`src/rtl/stq_pkg.sv`:
```
// Package for the sorted timer queue: word types, command and status codes,
// controller states and the controller-to-datapath command and status types.
// No dependencies.
`default_nettype none

package stq_pkg;

  // Command codes carried in the action field
  typedef enum logic [2:0] {
    ACT_ALLOC      = 3'd0,
    ACT_FREE       = 3'd1,
    ACT_BIND       = 3'd2,
    ACT_ARM        = 3'd3,
    ACT_CANCEL     = 3'd4,
    ACT_CANCEL_ALL = 3'd5
  } act_e;

  // Result status codes
  typedef enum logic [1:0] {
    STS_OK      = 2'd0,
    STS_NO_FREE = 2'd1,
    STS_BAD     = 2'd2,
    STS_RUNNING = 2'd3
  } sts_e;

  // Per-entry state
  typedef enum logic [1:0] {
    ES_FREE  = 2'd0,
    ES_ALLOC = 2'd1,
    ES_RUN   = 2'd2
  } ent_st_e;

  localparam logic [31:0] DL_ALL_ONES = 32'hffffffff;
  localparam logic [3:0]  CNT_MAX     = 4'hf;

  typedef struct packed {
    logic [2:0]  action;
    logic [3:0]  timer_index;
    logic [31:0] delay;
    logic [31:0] now;
    logic [3:0]  queue_id;
    logic [31:0] message;
    logic        auto_cancel;
  } in_word_t;

  typedef struct packed {
    logic [1:0]  status;
    logic [3:0]  allocated_index;
    logic        was_running;
    logic [3:0]  cancelled_count;
    logic [3:0]  head_index;
    logic [31:0] next_deadline;
  } out_word_t;

  // Controller states
  typedef enum logic [4:0] {
    S_IDLE, S_DEC, S_ALLOC, S_UNL_A, S_UNL_B, S_UNL_HD, S_UNL_WALK, S_UNL_FIN,
    S_INS_A, S_INS_N, S_INS_C, S_INS_W, S_CA_RD, S_CA_CK, S_CA_NEXT, S_DONE
  } ctl_state_e;

  // Datapath operations issued by the controller
  typedef enum logic [4:0] {
    OP_NONE, OP_LATCH, OP_SET_ERR, OP_SET_BUSY, OP_SCAN_START, OP_ALLOC_STEP,
    OP_FREE_IDLE, OP_BIND, OP_ARM_START, OP_CANCEL_START, OP_ENT_START,
    OP_UNL_A, OP_UNL_B, OP_UNL_HD, OP_UNL_WALK, OP_UNL_FIN,
    OP_INS_A, OP_INS_N, OP_INS_C, OP_INS_W,
    OP_CA_RD, OP_CA_CK, OP_CA_NEXT, OP_OUT_LOAD
  } dp_op_e;

  // Datapath status seen by the controller
  typedef struct packed {
    logic [2:0] action;
    logic       idx_ok;
    logic       qid_ok;
    ent_st_e    idx_st;
    ent_st_e    scan_st;
    logic       scan_last;
    logic       ca_match;
    logic       head_is_e;
    logic       ins_front;
    logic       walk_hit;
    logic       walk_end;
    logic       ins_hit;
  } dp_stat_t;

endpackage

`default_nettype wire

```
`src/rtl/stq_ram.sv`:
```
// Generic single-write, single-read RAM with registered read data.
// No dependencies.
`default_nettype none

module stq_ram #(
  parameter int WIDTH = 8,
  parameter int DEPTH = 16
) (
  input  wire logic                     clk_i,
  input  wire logic                     we_i,
  input  wire logic [$clog2(DEPTH)-1:0] waddr_i,
  input  wire logic [WIDTH-1:0]         wdata_i,
  input  wire logic [$clog2(DEPTH)-1:0] raddr_i,
  output      logic [WIDTH-1:0]         rdata_o
);

  logic [WIDTH-1:0] mem [DEPTH];

  // Write and registered read
  always_ff @(posedge clk_i) begin
    if (we_i) begin
      mem[waddr_i] <= wdata_i;
    end
    rdata_o <= mem[raddr_i];
  end

endmodule

`default_nettype wire

```
`src/rtl/stq_ctrl.sv`:
```
// Command sequencer for the sorted timer queue: steps the datapath through
// allocate, unlink, insert and cancel-all walks. Depends on stq_pkg.
`default_nettype none

module stq_ctrl (
  input  wire logic               clk_i,
  input  wire logic               rst_ni,
  input  wire logic               in_valid_i,
  output      logic               in_stall_o,
  output      logic               out_valid_o,
  input  wire logic               out_stall_i,
  input  wire stq_pkg::dp_stat_t  stat_i,
  output      stq_pkg::dp_op_e    op_o
);

  stq_pkg::ctl_state_e state_q, state_d;
  logic out_valid_q, out_valid_d;
  logic load;

  // State and output valid registers
  always_ff @(posedge clk_i or negedge rst_ni) begin
    if (!rst_ni) begin
      state_q     <= stq_pkg::S_IDLE;
      out_valid_q <= 1'b0;
    end else begin
      state_q     <= state_d;
      out_valid_q <= out_valid_d;
    end
  end

  // Next state and datapath op
  always_comb begin
    state_d = state_q;
    op_o    = stq_pkg::OP_NONE;
    load    = 1'b0;
    case (state_q)
      stq_pkg::S_IDLE: begin
        if (in_valid_i) begin
          op_o    = stq_pkg::OP_LATCH;
          state_d = stq_pkg::S_DEC;
        end
      end
      stq_pkg::S_DEC: begin
        state_d = stq_pkg::S_DONE;
        case (stat_i.action)
          stq_pkg::ACT_ALLOC: begin
            op_o    = stq_pkg::OP_SCAN_START;
            state_d = stq_pkg::S_ALLOC;
          end
          stq_pkg::ACT_FREE: begin
            if (!stat_i.idx_ok) begin
              op_o = stq_pkg::OP_SET_ERR;
            end else if (stat_i.idx_st == stq_pkg::ES_RUN) begin
              op_o    = stq_pkg::OP_ENT_START;
              state_d = stq_pkg::S_UNL_A;
            end else begin
              op_o = stq_pkg::OP_FREE_IDLE;
            end
          end
          stq_pkg::ACT_BIND: begin
            if (!stat_i.idx_ok || stat_i.idx_st == stq_pkg::ES_FREE || !stat_i.qid_ok) begin
              op_o = stq_pkg::OP_SET_ERR;
            end else begin
              op_o = stq_pkg::OP_BIND;
            end
          end
          stq_pkg::ACT_ARM: begin
            if (!stat_i.idx_ok || stat_i.idx_st == stq_pkg::ES_FREE) begin
              op_o = stq_pkg::OP_SET_ERR;
            end else if (stat_i.idx_st == stq_pkg::ES_RUN) begin
              op_o = stq_pkg::OP_SET_BUSY;
            end else begin
              op_o    = stq_pkg::OP_ARM_START;
              state_d = stq_pkg::S_INS_A;
            end
          end
          stq_pkg::ACT_CANCEL: begin
            if (!stat_i.idx_ok) begin
              op_o = stq_pkg::OP_SET_ERR;
            end else if (stat_i.idx_st == stq_pkg::ES_RUN) begin
              op_o    = stq_pkg::OP_CANCEL_START;
              state_d = stq_pkg::S_UNL_A;
            end
          end
          stq_pkg::ACT_CANCEL_ALL: begin
            op_o    = stq_pkg::OP_SCAN_START;
            state_d = stq_pkg::S_CA_RD;
          end
          default: begin
            op_o = stq_pkg::OP_SET_ERR;
          end
        endcase
      end
      stq_pkg::S_ALLOC: begin
        op_o = stq_pkg::OP_ALLOC_STEP;
        if (stat_i.scan_st == stq_pkg::ES_FREE || stat_i.scan_last) begin
          state_d = stq_pkg::S_DONE;
        end
      end
      stq_pkg::S_UNL_A: begin
        op_o    = stq_pkg::OP_UNL_A;
        state_d = stq_pkg::S_UNL_B;
      end
      stq_pkg::S_UNL_B: begin
        op_o    = stq_pkg::OP_UNL_B;
        state_d = stat_i.head_is_e ? stq_pkg::S_UNL_HD : stq_pkg::S_UNL_WALK;
      end
      stq_pkg::S_UNL_HD: begin
        op_o    = stq_pkg::OP_UNL_HD;
        state_d = stq_pkg::S_UNL_FIN;
      end
      stq_pkg::S_UNL_WALK: begin
        op_o = stq_pkg::OP_UNL_WALK;
        if (stat_i.walk_hit || stat_i.walk_end) begin
          state_d = stq_pkg::S_UNL_FIN;
        end
      end
      stq_pkg::S_UNL_FIN: begin
        op_o    = stq_pkg::OP_UNL_FIN;
        state_d = (stat_i.action == stq_pkg::ACT_CANCEL_ALL) ? stq_pkg::S_CA_NEXT
                                                              : stq_pkg::S_DONE;
      end
      stq_pkg::S_INS_A: begin
        op_o    = stq_pkg::OP_INS_A;
        state_d = stat_i.ins_front ? stq_pkg::S_DONE : stq_pkg::S_INS_N;
      end
      stq_pkg::S_INS_N: begin
        op_o    = stq_pkg::OP_INS_N;
        state_d = stq_pkg::S_INS_C;
      end
      stq_pkg::S_INS_C: begin
        op_o    = stq_pkg::OP_INS_C;
        state_d = stat_i.ins_hit ? stq_pkg::S_INS_W : stq_pkg::S_INS_N;
      end
      stq_pkg::S_INS_W: begin
        op_o    = stq_pkg::OP_INS_W;
        state_d = stq_pkg::S_DONE;
      end
      stq_pkg::S_CA_RD: begin
        op_o    = stq_pkg::OP_CA_RD;
        state_d = stq_pkg::S_CA_CK;
      end
      stq_pkg::S_CA_CK: begin
        op_o    = stq_pkg::OP_CA_CK;
        state_d = (stat_i.ca_match && stat_i.scan_st == stq_pkg::ES_RUN)
                  ? stq_pkg::S_UNL_A : stq_pkg::S_CA_NEXT;
      end
      stq_pkg::S_CA_NEXT: begin
        op_o    = stq_pkg::OP_CA_NEXT;
        state_d = stat_i.scan_last ? stq_pkg::S_DONE : stq_pkg::S_CA_RD;
      end
      stq_pkg::S_DONE: begin
        if (!out_valid_q || !out_stall_i) begin
          op_o    = stq_pkg::OP_OUT_LOAD;
          load    = 1'b1;
          state_d = stq_pkg::S_IDLE;
        end
      end
      default: begin
        state_d = stq_pkg::S_IDLE;
      end
    endcase
  end

  // Output word valid: set on load, drop when taken
  always_comb begin
    out_valid_d = out_valid_q;
    if (out_valid_q && !out_stall_i) begin
      out_valid_d = 1'b0;
    end
    if (load) begin
      out_valid_d = 1'b1;
    end
  end

  assign in_stall_o  = (state_q != stq_pkg::S_IDLE);
  assign out_valid_o = out_valid_q;

`ifndef NO_ASSERTIONS
  a_accept_idle: assert property (@(posedge clk_i) disable iff (!rst_ni)
    (in_valid_i && !in_stall_o) |=> (state_q == stq_pkg::S_DEC))
    else $error("accepted word did not start decode");
  a_load_sets_valid: assert property (@(posedge clk_i) disable iff (!rst_ni)
    load |=> out_valid_q)
    else $error("result load lost");
  a_no_overwrite: assert property (@(posedge clk_i) disable iff (!rst_ni)
    load |-> (!out_valid_q || !out_stall_i))
    else $error("result overwritten while stalled");
`endif

endmodule

`default_nettype wire

```
`src/rtl/stq_dp.sv`:
```
// Datapath for the sorted timer queue: entry state flops, link, deadline and
// queue RAMs, list head, walk pointers and the result register.
// Depends on stq_pkg and stq_ram.
`default_nettype none

module stq_dp #(
  parameter int TIMER_ENTRIES = 16,
  parameter int QUEUE_IDS     = 16
) (
  input  wire logic               clk_i,
  input  wire logic               rst_ni,
  input  wire stq_pkg::in_word_t  in_word_i,
  input  wire stq_pkg::dp_op_e    op_i,
  output      stq_pkg::dp_stat_t  stat_o,
  output      stq_pkg::out_word_t out_word_o
);

  localparam int IW = $clog2(TIMER_ENTRIES);
  localparam logic [IW-1:0] LAST_IDX = IW'(TIMER_ENTRIES - 1);

  stq_pkg::in_word_t  cmd_q, cmd_d;
  stq_pkg::out_word_t out_q, out_d;
  stq_pkg::ent_st_e   st_q [TIMER_ENTRIES];

  logic [IW-1:0] head_q, head_d, e_q, e_d, p_q, p_d, n_q, n_d, le_q, le_d, i_q, i_d;
  logic [31:0]   hdl_q, hdl_d, dl_q, dl_d;
  logic [1:0]    sts_q, sts_d;
  logic [IW-1:0] grant_q, grant_d;
  logic          wasrun_q, wasrun_d;
  logic [3:0]    cnt_q, cnt_d, cnt_inc;

  // Entry state write port
  logic             st_we;
  logic [IW-1:0]    st_wa;
  stq_pkg::ent_st_e st_wd;

  // RAM ports
  logic          lk_we;
  logic [IW-1:0] lk_wa, lk_wd, lk_ra, lk_rd, link_val;
  logic          dm_we;
  logic [IW-1:0] dm_wa, dm_ra;
  logic [31:0]   dm_wd, dm_rd, dl_val;
  logic          mt_we;
  logic [IW-1:0] mt_wa, mt_ra;
  logic [4:0]    mt_wd, mt_rd;
  logic          lz_q, dz_q;

  logic          idx_ok;
  logic [IW-1:0] idx_w, idx_safe;

  // Decode the addressed entry
  assign idx_ok   = (cmd_q.timer_index != 4'd0) && (32'(cmd_q.timer_index) < TIMER_ENTRIES);
  assign idx_w    = IW'(cmd_q.timer_index);
  assign idx_safe = idx_ok ? idx_w : '0;
  assign cnt_inc  = (cnt_q == stq_pkg::CNT_MAX) ? cnt_q : cnt_q + 4'd1;

  // Entry 0 reads as the sentinel: link zero, deadline all ones
  assign link_val = lz_q ? '0 : lk_rd;
  assign dl_val   = dz_q ? stq_pkg::DL_ALL_ONES : dm_rd;

  // Status toward the controller
  always_comb begin
    stat_o.action    = cmd_q.action;
    stat_o.idx_ok    = idx_ok;
    stat_o.qid_ok    = 32'(cmd_q.queue_id) < QUEUE_IDS;
    stat_o.idx_st    = st_q[idx_safe];
    stat_o.scan_st   = st_q[i_q];
    stat_o.scan_last = (i_q == LAST_IDX);
    stat_o.ca_match  = (st_q[i_q] != stq_pkg::ES_FREE) && mt_rd[0] &&
                       (mt_rd[4:1] == cmd_q.queue_id);
    stat_o.head_is_e = (head_q == e_q);
    stat_o.ins_front = (dl_q <= hdl_q);
    stat_o.walk_hit  = (link_val == e_q);
    stat_o.walk_end  = (link_val == '0);
    stat_o.ins_hit   = (dl_q <= dl_val);
  end

  // Carry out the controller's op
  always_comb begin
    cmd_d = cmd_q;     out_d = out_q;
    head_d = head_q;   hdl_d = hdl_q;
    e_d = e_q;   p_d = p_q;   n_d = n_q;   le_d = le_q;   i_d = i_q;   dl_d = dl_q;
    sts_d = sts_q;   grant_d = grant_q;   wasrun_d = wasrun_q;   cnt_d = cnt_q;
    st_we = 1'b0;   st_wa = e_q;   st_wd = stq_pkg::ES_FREE;
    lk_we = 1'b0;   lk_wa = e_q;   lk_wd = head_q;   lk_ra = e_q;
    dm_we = 1'b0;   dm_wa = e_q;   dm_wd = dl_q;     dm_ra = link_val;
    mt_we = 1'b0;   mt_wa = idx_w; mt_wd = {cmd_q.queue_id, cmd_q.auto_cancel};
    mt_ra = i_q;
    case (op_i)
      stq_pkg::OP_LATCH: begin
        cmd_d = in_word_i;
        sts_d = stq_pkg::STS_OK;   grant_d = '0;   wasrun_d = 1'b0;   cnt_d = 4'd0;
      end
      stq_pkg::OP_SET_ERR:  sts_d = stq_pkg::STS_BAD;
      stq_pkg::OP_SET_BUSY: sts_d = stq_pkg::STS_RUNNING;
      stq_pkg::OP_SCAN_START: i_d = IW'(1);
      stq_pkg::OP_ALLOC_STEP: begin
        if (st_q[i_q] == stq_pkg::ES_FREE) begin
          st_we = 1'b1;   st_wa = i_q;   st_wd = stq_pkg::ES_ALLOC;
          mt_we = 1'b1;   mt_wa = i_q;   mt_wd = '0;
          grant_d = i_q;
        end else if (i_q == LAST_IDX) begin
          sts_d = stq_pkg::STS_NO_FREE;
        end else begin
          i_d = i_q + IW'(1);
        end
      end
      stq_pkg::OP_FREE_IDLE: begin
        st_we = 1'b1;   st_wa = idx_w;   st_wd = stq_pkg::ES_FREE;
      end
      stq_pkg::OP_BIND: mt_we = 1'b1;
      stq_pkg::OP_ARM_START: begin
        e_d  = idx_w;
        dl_d = cmd_q.now + cmd_q.delay;
      end
      stq_pkg::OP_CANCEL_START: begin
        e_d      = idx_w;
        wasrun_d = 1'b1;
      end
      stq_pkg::OP_ENT_START: e_d = idx_w;
      // Unlink: fetch successor of e, then fix head or predecessor
      stq_pkg::OP_UNL_A: lk_ra = e_q;
      stq_pkg::OP_UNL_B: begin
        le_d  = link_val;
        dm_ra = link_val;
        p_d   = head_q;
        lk_ra = head_q;
      end
      stq_pkg::OP_UNL_HD: begin
        head_d = le_q;
        hdl_d  = dl_val;
      end
      stq_pkg::OP_UNL_WALK: begin
        if (link_val == e_q) begin
          lk_we = 1'b1;   lk_wa = p_q;   lk_wd = le_q;
        end else begin
          p_d   = link_val;
          lk_ra = link_val;
        end
      end
      stq_pkg::OP_UNL_FIN: begin
        st_we = 1'b1;   st_wa = e_q;
        st_wd = (cmd_q.action == stq_pkg::ACT_CANCEL) ? stq_pkg::ES_ALLOC : stq_pkg::ES_FREE;
        if (cmd_q.action == stq_pkg::ACT_CANCEL_ALL) begin
          cnt_d = cnt_inc;
        end
      end
      // Insert: front of list or walk to first deadline not smaller
      stq_pkg::OP_INS_A: begin
        dm_we = 1'b1;   dm_wa = e_q;   dm_wd = dl_q;
        st_we = 1'b1;   st_wa = e_q;   st_wd = stq_pkg::ES_RUN;
        if (dl_q <= hdl_q) begin
          lk_we  = 1'b1;   lk_wa = e_q;   lk_wd = head_q;
          head_d = e_q;
          hdl_d  = dl_q;
        end else begin
          p_d   = head_q;
          lk_ra = head_q;
        end
      end
      stq_pkg::OP_INS_N: begin
        n_d   = link_val;
        dm_ra = link_val;
      end
      stq_pkg::OP_INS_C: begin
        if (dl_q <= dl_val) begin
          lk_we = 1'b1;   lk_wa = p_q;   lk_wd = e_q;
        end else begin
          p_d   = n_q;
          lk_ra = n_q;
        end
      end
      stq_pkg::OP_INS_W: begin
        lk_we = 1'b1;   lk_wa = e_q;   lk_wd = n_q;
      end
      // Cancel-all scan
      stq_pkg::OP_CA_RD: mt_ra = i_q;
      stq_pkg::OP_CA_CK: begin
        if (stat_o.ca_match) begin
          if (st_q[i_q] == stq_pkg::ES_RUN) begin
            e_d = i_q;
          end else begin
            st_we = 1'b1;   st_wa = i_q;   st_wd = stq_pkg::ES_FREE;
            cnt_d = cnt_inc;
          end
        end
      end
      stq_pkg::OP_CA_NEXT: begin
        if (i_q != LAST_IDX) begin
          i_d = i_q + IW'(1);
        end
      end
      stq_pkg::OP_OUT_LOAD: begin
        out_d.status          = sts_q;
        out_d.allocated_index = 4'(16'(grant_q));
        out_d.was_running     = wasrun_q;
        out_d.cancelled_count = cnt_q;
        out_d.head_index      = 4'(16'(head_q));
        out_d.next_deadline   = hdl_q;
      end
      default: begin
      end
    endcase
  end

  // Control state: list head and entry states
  always_ff @(posedge clk_i or negedge rst_ni) begin
    if (!rst_ni) begin
      head_q <= '0;
      hdl_q  <= stq_pkg::DL_ALL_ONES;
      for (int j = 0; j < TIMER_ENTRIES; j++) begin
        st_q[j] <= (j == 0) ? stq_pkg::ES_RUN : stq_pkg::ES_FREE;
      end
    end else begin
      head_q <= head_d;
      hdl_q  <= hdl_d;
      for (int j = 0; j < TIMER_ENTRIES; j++) begin
        if (st_we && (st_wa == IW'(j))) begin
          st_q[j] <= st_wd;
        end
      end
    end
  end

  // Working and result registers
  always_ff @(posedge clk_i) begin
    cmd_q <= cmd_d;   out_q <= out_d;
    e_q <= e_d;   p_q <= p_d;   n_q <= n_d;   le_q <= le_d;   i_q <= i_d;   dl_q <= dl_d;
    sts_q <= sts_d;   grant_q <= grant_d;   wasrun_q <= wasrun_d;   cnt_q <= cnt_d;
    lz_q <= (lk_ra == '0);
    dz_q <= (dm_ra == '0);
  end

  stq_ram #(.WIDTH(IW), .DEPTH(TIMER_ENTRIES)) u_link_ram (
    .clk_i, .we_i(lk_we), .waddr_i(lk_wa), .wdata_i(lk_wd), .raddr_i(lk_ra), .rdata_o(lk_rd)
  );

  stq_ram #(.WIDTH(32), .DEPTH(TIMER_ENTRIES)) u_dl_ram (
    .clk_i, .we_i(dm_we), .waddr_i(dm_wa), .wdata_i(dm_wd), .raddr_i(dm_ra), .rdata_o(dm_rd)
  );

  stq_ram #(.WIDTH(5), .DEPTH(TIMER_ENTRIES)) u_queue_ram (
    .clk_i, .we_i(mt_we), .waddr_i(mt_wa), .wdata_i(mt_wd), .raddr_i(mt_ra), .rdata_o(mt_rd)
  );

  assign out_word_o = out_q;

`ifndef NO_ASSERTIONS
  a_sentinel_head: assert property (@(posedge clk_i) disable iff (!rst_ni)
    (head_q == '0) |-> (hdl_q == stq_pkg::DL_ALL_ONES))
    else $error("sentinel at head with wrong deadline");
  a_sentinel_run: assert property (@(posedge clk_i) disable iff (!rst_ni)
    st_q[0] == stq_pkg::ES_RUN)
    else $error("sentinel entry left running state");
  a_latch_clear: assert property (@(posedge clk_i) disable iff (!rst_ni)
    (op_i == stq_pkg::OP_LATCH) |=> (cnt_q == 4'd0 && !wasrun_q))
    else $error("result fields not cleared on new word");
`endif

endmodule

`default_nettype wire

```
`src/rtl/sorted_timer_queue.sv`:
```
// Bind and error words need no walk; allocate scans entries from index 1 for a
// free one, arm walks the list to its insertion point, cancel/free of a running
// entry walk the list to unlink it (link RAM read each step), cancel-all scans
// entries from index 1 and unlinks each running match. One word at a time.
// The result register frees the input side as soon as the result is loaded.
// Reset (async, active low) leaves only the sentinel running, head = entry 0.
// Top level of the sorted timer queue; depends on stq_pkg, stq_ctrl, stq_dp.
`default_nettype none

module sorted_timer_queue #(
  parameter int TIMER_ENTRIES = 16,
  parameter int QUEUE_IDS     = 16
) (
  input  wire logic               clk_i,
  input  wire logic               rst_ni,
  input  wire logic               in_valid_i,
  output      logic               in_stall_o,
  input  wire stq_pkg::in_word_t  in_word_i,
  output      logic               out_valid_o,
  input  wire logic               out_stall_i,
  output      stq_pkg::out_word_t out_word_o
);

  stq_pkg::dp_op_e   op;
  stq_pkg::dp_stat_t stat;

  stq_ctrl u_ctrl (
    .clk_i, .rst_ni, .in_valid_i, .in_stall_o, .out_valid_o, .out_stall_i,
    .stat_i(stat), .op_o(op)
  );

  stq_dp #(.TIMER_ENTRIES(TIMER_ENTRIES), .QUEUE_IDS(QUEUE_IDS)) u_dp (
    .clk_i, .rst_ni, .in_word_i, .op_i(op), .stat_o(stat), .out_word_o
  );

endmodule

`default_nettype wire
```
`config.mk`:
```
export PLATFORM = sky130hd
export DESIGN_NAME = sorted_timer_queue
export DESIGN_NICKNAME = d
export VERILOG_FILES = /design/src/rtl/stq_pkg.sv /design/src/rtl/stq_ram.sv /design/src/rtl/stq_ctrl.sv /design/src/rtl/stq_dp.sv /design/src/rtl/sorted_timer_queue.sv
export SDC_FILE = /design/constraint.sdc
export NUM_CORES = 1
export LEC_CHECK = 0
export BUFFER_PORTS_ARGS = -buffer_cell sky130_fd_sc_hd__buf_2
export CAP_MARGIN = 20
export CORE_ASPECT_RATIO = 1.4
export CORE_MARGIN = 2
export CORE_UTILIZATION = 59
export DETAILED_ROUTE_END_ITERATION = 6
export GPL_ROUTABILITY_DRIVEN = 0
export PLACE_DENSITY = 0.77
export SYNTH_ARGS = -nofsm -noshare
export SYNTH_HDL_FRONTEND = slang
export SYNTH_SLANG_ARGS = --single-unit
```
`constraint.sdc`:
```
create_clock -name clk_i -period 10.5 [get_ports clk_i]
set_input_delay 0 -clock clk_i [delete_from_list [all_inputs] [get_ports clk_i]]
set_output_delay 0 -clock clk_i [all_outputs]
set_load 0.05 [all_outputs]
```
-- Word-level counts from Yosys, hierarchy flattened
Memory sizes are Yosys's and may differ from the RTL's. A register that Yosys moved wholly into a read port is not among the register bits.
Index checks and enable logic that the tools add are counted.
- register bits: 262
- bits in writable memories: 656
- bits of input ports: 112
- output and inout bits: 49
- word-level logic and storage cells: 297
- memories kept: 3
- memory list (name ; depth ; width ; rd ports ; clocked after memory_dff ; write ports ; line ; RTL):
    u_dp.u_dl_ram.mem ; 16 ; 32 ; 1 ; 1 ; 1 ; stq_ram.sv:17 ; logic [WIDTH-1:0] mem [DEPTH];
    u_dp.u_queue_ram.mem ; 16 ; 5 ; 1 ; 1 ; 1 ; stq_ram.sv:17 ;
    u_dp.u_link_ram.mem ; 16 ; 4 ; 1 ; 1 ; 1 ; stq_ram.sv:17 ;
- add/subtract/negate cells: 3
- magnitude comparators: 4
- equal/unequal tests: 81
- mux-type cells: 102
- bitwise logic cells: 2
- reductions and logical operators: 58
- operator list (operator ; number):
    case mux 5 bit (16 select lines) ; 2
    two-way mux 4 bit ; 32
    == test 5 x 4 -> 1 bit (second input constant) ; 15
    less-or-equal comparator 32 bit ; 2
    two-way mux 32 bit ; 2
    case mux 32 bit (2 select lines) ; 1
    two-way mux 5 bit ; 12
    case mux 4 bit (3 select lines) ; 4
    == test 4 bit (second input constant) ; 10
    == test 5 x 3 -> 1 bit (second input constant) ; 8
    == test 5 bit (second input constant) ; 7
    adder 32 bit ; 1
    case mux 4 bit (2 select lines) ; 4
    case mux 4 bit (4 select lines) ; 2
    != test 2 bit (second input constant) ; 13
    case mux 5 bit (5 select lines) ; 1
    two-way mux 1 bit ; 21
    == test 5 x 2 -> 1 bit (second input constant) ; 4
    logical AND 1 bit ; 20
    case mux 5 bit (4 select lines) ; 1
    two-way mux 2 bit ; 9
    binary-select mux 2 bit (select 4 bit) ; 2
    == test 4 x 3 -> 1 bit (second input constant) ; 4
    AND reduction 4 bit ; 4
    33 further kinds ; 69

-- Logic depth before layout (Yosys ltp)
Gate-level depths: netlist of run 1.
- depth after elaboration: 15
- depth in mapped cells: 16
- mapped depth without buffers: 14

-- Cells and area by module
A second synthesis of run 1 with hierarchy kept.
- cell total of the unflattened synthesis: 2490
- area total of the unflattened synthesis: 40646.5 um2
- modules (own cells, without submodules) (module ; times used ; cells an instance ; area an instance (um2) ; sequential area each (um2)):
    stq_ram (u_dp.u_dl_ram) ; 1 ; 838 ; 19835.3 ; 16015.4
    stq_dp ; 1 ; 1236 ; 14093.5 ; 7368.3
    stq_ram (u_dp.u_queue_ram) ; 1 ; 155 ; 3213.1 ; 2502.4
    stq_ram (u_dp.u_link_ram) ; 1 ; 130 ; 2666.3 ; 2001.9
    stq_ctrl ; 1 ; 131 ; 838.3 ; 125.1

-- Worst setup path after synthesis of run 1
Ideal clock, no wire load.
- kind: reg2reg
- from: reg u_dp.cmd_q, in the netlist u_dp.idx_w[2]
- to: mem u_dp.u_dl_ram.mem[10][0] (enable)
- library setup time: 423 ps
- arrival: 3662 ps
- data required time: 10077 ps
- setup slack: 6416 ps
- cell stages (with the launch flop): 12
- buffers on the path: 4
- cells stage by stage: edfxtp_1 buf_6 buf_4 buf_2 mux2i_1 a22oi_1 nand4b_1 a31o_2 nor2_1 clkbuf_1 nand2_1 nor2_1
- word-level cells in the longest chain between the ends: 15
- elaborated cells on any way between the ends: 23
- ends and longest elaborated chain (element ; line ; RTL):
    from (decl) ; stq_dp.sv:21 ; stq_pkg::in_word_t cmd_q, cmd_d;
    from (signal assigned) ; stq_dp.sv:227 ; cmd_q <= cmd_d; out_q <= out_d;
    nonzero test 4 bit ; stq_dp.sv:52 ; assign idx_ok = (cmd_q.timer_index != 4'd0) && (32'(cmd_q.timer_index) < TIMER_ENTRIES);
    two-way mux 4 bit ; stq_dp.sv:54 ; assign idx_safe = idx_ok ? idx_w : '0;
    NOT 4 -> 5 bit (implied by the code) ; stq_dp.sv:66 ; stat_o.idx_st = st_q[idx_safe];
    binary-select mux 2 bit (select 4 bit) ; stq_dp.sv:66 ;
    two-way mux 2 bit (implied by the code) (2 in a row) ; stq_dp.sv:66 ;
    == test 2 bit / logical NOT 2 bit (equally long branches) ; -- ;
    two-way mux 4 bit (tied with other cells) ; stq_ctrl.sv:80 ; end else if (stat_i.idx_st == stq_pkg::ES_RUN) begin
    two-way mux 5 bit (tied with other cells) ; stq_ctrl.sv:78 ; if (!stat_i.idx_ok) begin
    case mux 5 bit (5 select lines) (*) ; stq_ctrl.sv:45 ; case (stat_i.action)
    case mux 5 bit (16 select lines) (*) ; stq_ctrl.sv:36 ; case (state_q)
    == test 5 bit (*) ; stq_dp.sv:89 ; case (op_i)
    two-way mux 1 bit (*) ; stq_dp.sv:89 ;
    two-way mux 1 bit (*) ; stq_ram.sv:21 ; if (we_i) begin
    two-way mux 1 bit (implied by the code) (*) ; stq_ram.sv:22 ; mem[waddr_i] <= wdata_i;
    to (decl) ; stq_ram.sv:17 ;
Mark *: on every way between the ends. The rest lies on a longest branch, timed or not. The select of a mux whose other input is x is not followed.

-- Worst setup path after layout of run 1
- from: reg u_dp.dz_q
- to: reg u_dp.u_link_ram.rdata_o[0] (read register of u_dp.u_link_ram.mem)
- word-level cells in the longest chain between the ends: 4
- ends and longest elaborated chain (element ; line ; RTL):
    from (decl) ; stq_dp.sv:46 ; logic lz_q, dz_q;
    from (signal assigned) ; stq_dp.sv:231 ; dz_q <= (dm_ra == '0);
    two-way mux 32 bit ; stq_dp.sv:59 ; assign dl_val = dz_q ? stq_pkg::DL_ALL_ONES : dm_rd;
    less-or-equal comparator 32 bit ; stq_dp.sv:166 ; if (dl_q <= dl_val) begin
    two-way mux 4 bit ; stq_dp.sv:166 ;
    case mux 4 bit (4 select lines) ; stq_dp.sv:89 ;
    to (decl) ; stq_ram.sv:14 ; output logic [WIDTH-1:0] rdata_o
No other way between the ends.
A chain may end at the register's enable or synchronous reset.

==> results of run 1 <==
[area by class of cell]
| class | count | share of cell area |
|---|---|---|
| well taps | 920 | 0.0251 |
| repair buffers | 256 | 0.0399 |
| clock buffers | 117 | 0.0508 |
| inverters | 71 | 0.00590 |
| clock inverters | 39 | 0.00754 |
| flip-flops and latches | 958 | 0.611 |
| multi-input cells | 1477 | 0.259 |
[where the power goes]
group / leakage, nW / internal [W] / switching, W
clock: 1.30 / 0.00164 / 0.00137
combinational: 6.09 / 0.00150 / 0.00235
sequential: 8.82 / 0.00468 / 0.000364
total: 16.2 / 0.00782 / 0.00408
[logic make-up after synthesis]
logic type | synth area share
AOI/OAI and AO/OA | 0.0899
xor gates and xnor gates | 0.00907
and+or+nand+nor | 0.0624
adders and majority gates | 0.0304
muxes | 0.0976
buffers and inverters | 0.0198
DFF | 0.691
[state kept, by name (all words and copies together) (netlist names), 2 cells and up]
name and count:
u_ctrl.state_q 4, u_dp.cmd_q 69, u_dp.cnt_q 4, u_dp.dl_q 32
u_dp.dm_wa 4, u_dp.grant_q 4, u_dp.hdl_q 32, u_dp.head_q 4
u_dp.i_q 4, u_dp.idx_w 4, u_dp.le_q 4, u_dp.n_q 4
u_dp.out_word_o 47, u_dp.p_q 4, u_dp.st_q 32, u_dp.stat_o 3
u_dp.sts_q 2, u_dp.u_dl_ram.mem 512, u_dp.u_dl_ram.rdata_o 32, u_dp.u_link_ram.mem 64
u_dp.u_link_ram.rdata_o 4, u_dp.u_queue_ram.mem 80, u_dp.u_queue_ram.rdata_o 5
[metrics by stage]
stage | cells | hold WS (ns)
detailed placement | 3600 | -0.122
global placement | 3599 | -0.129
floorplan | 2641 | -0.296
global route | 3838 | 0.0510
CTS | 3836 | 0.0238
finish | 3838 | 0.0484
[worst max-delay path, cell delays in order, from the launching register on]
cell       delay (ns)
dfxtp_1          0.31
buf_4            0.40
nor2_1           0.13
ha_1             0.30
a21o_1           0.18
a221o_1          0.32
a221oi_1         0.62
o2111ai_1        0.21
o21ai_1          0.67
mux2i_1          0.22
o211ai_1         0.30
buf_4            0.47
mux2i_1          0.29
mux2i_1          0.12
mux2i_1          0.20
mux2i_1          0.10
[placed cells by master (no fill, tap or decap), types with 15 or more instances in the layout]
cell	count
a211oi_1	72
a21o_1	31
a21oi_1	103
a221oi_1	37
a22oi_1	33
a31oi_1	15
and2_1	20
buf_2	127
buf_4	47
clkbuf_1	24
clkbuf_16	85
dfrtp_1	40
dfstp_2	33
dfxtp_1	40
dlygate4sd3_1	80
edfxtp_1	842
ha_1	97
inv_1	67
mux2_1	20
mux2i_1	126
mux4_2	107
nand2_1	162
nand2b_1	30
nand3_1	28
nand4_1	17
nor2_1	137
nor2_4	16
nor2b_1	21
nor3_1	24
o21ai_0	116
o22ai_1	72
xnor2_1	28
[how the worst max path moves through the flow]
stage                                      endpoint  slack (ns)  cells past startpoint               startpoint
2_1_floorplan    u_dp.u_dl_ram.mem[10][0]$_DFFE_PP_        6.42                     11  u_dp.idx_w[2]$_DFFE_PP_
4_1_cts          u_dp.u_link_ram.rdata_o[0]$_DFF_P_        5.54                     15        u_dp.dz_q$_DFF_P_
3_5_place_dp   u_dp.u_link_ram.mem[10][0]$_DFFE_PP_        5.67                     13        u_dp.dz_q$_DFF_P_
5_1_grt        u_dp.u_link_ram.mem[10][2]$_DFFE_PP_        5.24                     14        u_dp.dz_q$_DFF_P_
3_3_place_gp     u_dp.u_link_ram.rdata_o[2]$_DFF_P_        5.72                     15        u_dp.dz_q$_DFF_P_
6_report         u_dp.u_link_ram.rdata_o[0]$_DFF_P_        5.46                     15        u_dp.dz_q$_DFF_P_
[per-layer routing]
metal	share of wire	vias to the layer above	global-route usage
met5	0.00027	-	0
met4	0.050	4	0.146
met3	0.075	281	0.0397
met2	0.53	1367	0.508
met1	0.35	12324	0.338
li1	-	10808	-
==> metrics.txt, run 1 <==
cts hold-fix bufs=80; ratio of cells with drive above 1 in the final layout=0.170; clock buffer count from CTS=85; Final ANT Viol Nets=0; Seq/Total Area, Yosys=0.691; Post-CTS Setup Bufs=0; htree depth=3; die area=70900 sq um; Clock Skew=0.0351 ns; setup tns final=0 ns; post-CTS resize count=0; starting DRC count in detailed routing=3199; final WL=between 90 and 100 mm; top cells by count, synth=edfxtp_1, nand2_1, nor2_1; Hold Path Depth=2; peak supply drop=around 0.19 mV; Clock Sink Count=between 900 and 1000; syn_nets=2851; Die Height=314 um; Layout Nets=3059; EDFF count, synth=~840; # Max-Cap Violations=0; # port buffers=128; antenna diode count=0; Distinct cells, synth=85; Hold Crit Class=primary input to flop; vias in the first global route=between 20000 and 30000; Critical Path Sink Type=flop; Vias/cell=6.46; die extent in x=around 230 um; grt ovf=0; Ys Warns=0; final number of hold-violating endpoints=0; RSZ-0062 raised after global routing=false; final critical-path setup slack=5.46 ns; top post-synthesis cells by area=edfxtp_1, mux4_2, mux2i_1; Synth Flop Type=edfxtp_1; Worst-Margin Slew=~1.0 ns; violated checks=design-rule violations; worst slack, placed=5.67 ns; R2R depth=15; count leader, synth=edfxtp_1; Leak=16.2 nW; Starting Density=0.596; CTS tree=built; Avg WL per Cell=26.0 um; Layout Utilization=0.674; FF+latch count, synth=958; Slew Limit Fails=0; f_max=199 MHz; final std cell area, no fill=45800 sq um; Clock Pin Slew Worst Setup and Hold Paths=roughly 0.070 ns; syn avg cell area=15.4 sq um; largest net degree at the start of global routing=73; DRC errors left=25; fin crit period=5.04 ns; outcome=complete, but fails checks; initial antenna violation count=3; area delta synth->final=13.0%; top cell type by total area after synthesis=edfxtp_1; first-pass GRT wire length=149 mm; fin crit share=0.480; r2r setup slk=5.46 ns; kind of critical path=flop to flop; fillers=4440; slew margin rel.=0.301; root buffer cell=clkbuf_16; I/O pins=161; Final Power=0.0119 W; Overall Global Routing Usage=0.285; Initial DRT Pass Iterations=7; Reg2Reg Launch Point=u_dp.dz_q$_DFF_P_; core area=68000 sq um; Core Rows=about 110; WP data arrival=approximately 5.6 ns; DR vias=~25000; Yosys top cell area share=0.624; Post-Syn Area=40500 sq um; Post-DP HPWL=61.2 mm; Cells after Synth=2641; FF+latch area=28000 sq um; RR Endpoint=u_dp.u_link_ram.rdata_o[0]$_DFF_P_; Hold EP=u_dp.cmd_q[40]$_DFFE_PP_; CP required=11.01 ns; final setup violation count=0; dpl cell area=42300 sq um; PwrDens=260 nW/um^2; Startpoint Class=flop; Clk Latency, worst-skew pair=0.67 ns; Synth async-reset ratio=0.0762; multi-input logic area=11900 sq um; start point of the worst min-delay path=in_word_i[40]; worst-path maximum fanout=32; CTS Buffer Depth=3
(Power assumes the default switching activity.)
==> run 2: changes to the inputs <==
clock period = 4.92 ns   (was 10.5 ns; I/O delays follow)
==> run 2 against run 1 <==
  * The run now ends clean
  * Critical path depth unchanged
  * Sequential share of layout area fell by 0.81 points
  * Largest power group unchanged
  * Routed wire length increased by 2.2%
  * Global-route usage grew 0.90 points
  * Clock skew fell by 0.0070 ns
  * Die area is the same
  * Critical endpoint is now u_dp.u_link_ram.mem[10][2]$_DFFE_PP_
  * Sequential power is 110% higher
  * Sequential cell count unchanged
  * Count of clock-buffer cells in the layout decreased by 12
==> metrics.txt, run 2 (synthesis gave the netlist of run 1 again) <==
Reg with most FFs=u_dp.u_dl_ram.mem; I/O pins=161 (unchanged); # Max-Cap Violations=0 (unchanged); Post-CTS Setup Bufs=0 (unchanged); slew margin rel.=0.278 (-0.0237); Post-DP HPWL=63.2 mm (+3.2%); root buffer cell=clkbuf_16; Clock Sink Count=958 (unchanged); DR vias=24890 (+0.43%); ratio of cells with drive above 1 in the final layout=0.185 (+0.0159); Layout Utilization=0.683 (+0.00909); worst slack, placed=0.442 ns (-5.23 ns); multi-input logic area=11900 sq um (unchanged); post-CTS resize count=0 (unchanged); fillers=4371 (-1.6%); peak supply drop=0.421 mV (+120%); core area=68000 sq um (unchanged); Initial DRT Pass Iterations=6 (-1); CTS Buffer Depth=3 (unchanged); final WL=102 mm (+2.2%); clock buffer count from CTS=86 (+1.2%); die area=70900 sq um (unchanged); Avg WL per Cell=26.3 um (+1.0%); Starting Density=0.596 (unchanged); final std cell area, no fill=46400 sq um (+1.3%); Layout Nets=3103 (+1.4%); Slew Limit Fails=0 (unchanged); Worst-Margin Slew=1.07 ns (+0.0295 ns); vias in the first global route=25486 (+1.7%); Die Height=314 um (unchanged); Final ANT Viol Nets=0 (unchanged); RSZ-0062 raised after global routing=false; max reg flops=512 (unchanged); PwrDens=556 nW/um^2 (+110%); final setup violation count=0 (unchanged); worst-path maximum fanout=13 (-59%); f_max=214 MHz (+7.9%); R2R depth=15 (unchanged); DRC errors left=0 (-100%); die extent in x=226 um (unchanged); largest net degree at the start of global routing=74 (+1.4%); dpl cell area=42800 sq um (+1.1%); fin crit share=0.949 (+0.469); start point of the worst min-delay path=in_word_i[0]; slowest cell on the critical path=dfxtp_1; Clock Skew=0.0281 ns (-0.00703 ns); kind of critical path=flop to flop; commonest cells after routing, fill and taps aside=edfxtp_1, nand2_1, nor2_1, buf_2, mux2i_1; Final Power=0.0258 W (+120%); Reg2Reg Launch Point=u_dp.dz_q$_DFF_P_; r2r setup slk=0.25 ns (-5.21 ns); Core Rows=113 (unchanged); Vias/cell=6.41 (-0.79%); first-pass GRT wire length=154 mm (+3.1%); Leak=16.5 nW (+1.9%); RR Endpoint=u_dp.u_link_ram.mem[10][2]$_DFFE_PP_; Clk Latency, worst-skew pair=0.65 ns (-0.02 ns); critical-path cell list=nor2_1 > ha_1 > a21o_1 > a221o_1 > a221oi_1 > buf_4 > o2111ai_1 > o21ai_1 > buf_4 > nor2_1 > a21oi_1 > nand2_1 > nor3b_1 > a21oi_1 > nor2_1; setup tns final=0 ns (unchanged); Clock Pin Slew Worst Setup and Hold Paths=0.07 ns (about the same); Hold Path Depth=2 (unchanged); area delta synth->final=14.5%; Startpoint Class=flop; initial antenna violation count=1 (-2); Hold EP=u_dp.cmd_q[0]$_DFFE_PP_; fin crit period=4.67 ns (-0.369 ns); starting DRC count in detailed routing=2669 (-17%); outcome=complete, no violations; Crit path top cell by count=nor2_1; antenna diode count=0 (unchanged); Hold Crit Class=primary input to flop; WP data arrival=4.95 ns (-0.60 ns); Critical Path Sink Type=flop; final critical-path setup slack=0.251 ns (-5.21 ns); CP max stage delay=0.70 ns (+0.03 ns); htree depth=3 (unchanged); CTS tree=built; grt ovf=0 (unchanged); # port buffers=128 (unchanged); FF+latch area=28000 sq um (unchanged); CP required=5.21 ns (-5.80 ns); most common cell after layout, fill and taps aside=edfxtp_1; Regs by FF count=u_dp.u_dl_ram.mem: 512 flops, u_dp.u_queue_ram.mem: 80 flops, u_dp.cmd_q: 69 flops; Overall Global Routing Usage=0.294 (+0.00896); cts hold-fix bufs=79 (-1.3%); final number of hold-violating endpoints=0 (unchanged)
run 2: final cells by class:
type	instances	share of cell area
clock buffers	105	0.0494
clock inverters	55	0.0110
inverters	71	0.00582
multi-input cells	1477	0.256
flip-flops and latches	958	0.603
well taps	920	0.0248
repair buffers	299	0.0497
run 2: stage by stage:
| step | std cells | hold slack [ns] |
|---|---|---|
| after floorplan | 2641 | -0.296 |
| after global placement | 3641 | 0.178 |
| after detailed placement | 3641 | 0.178 |
| after CTS | 3880 | 0.0260 |
| after global routing | 3885 | 0.0510 |
| final | 3885 | 0.0639 |
run 2: critical path: cells and delay by family, from the launching register on:
family	cells	cell delay [ns]
flip-flops	1	0.70
AO/OA/AOI/OAI	7	1.66
adder cells (fa/ha/maj)	1	0.32
buffers and inverters	2	0.42
AND/OR/NAND/NOR	5	1.19
run 2: how the worst max path moves through the flow:
stage	start	to	slack, ns	cells after the start
6_report	u_dp.dz_q$_DFF_P_	u_dp.u_link_ram.mem[10][2]$_DFFE_PP_	0.25	15
4_1_cts	u_dp.idx_w[2]$_DFFE_PP_	u_dp.st_q[27]$_DFFE_PN0P_	0.41	11
5_1_grt	u_dp.dz_q$_DFF_P_	u_dp.u_link_ram.mem[11][1]$_DFFE_PP_	0.09	15
2_1_floorplan	u_dp.idx_w[2]$_DFFE_PP_	u_dp.u_dl_ram.mem[10][0]$_DFFE_PP_	0.84	11
3_3_place_gp	u_dp.idx_w[2]$_DFFE_PP_	u_dp.st_q[24]$_DFFE_PN0P_	0.57	12
3_5_place_dp	u_dp.idx_w[2]$_DFFE_PP_	u_dp.st_q[27]$_DFFE_PN0P_	0.44	11
run 2: where the power goes:
group	leakage, nW	switching (W)	internal, W
logic	6.34	0.00505	0.00331
registers	8.82	0.000833	0.0100
clock network	1.35	0.00293	0.00372
total	16.5	0.00881	0.0170
run 2: layer usage:
layer	wire (um)	GRT usage
met2	52800	0.515
met1	36000	0.348
met4	5610	0.152
met3	7690	0.0527
met5	0	0
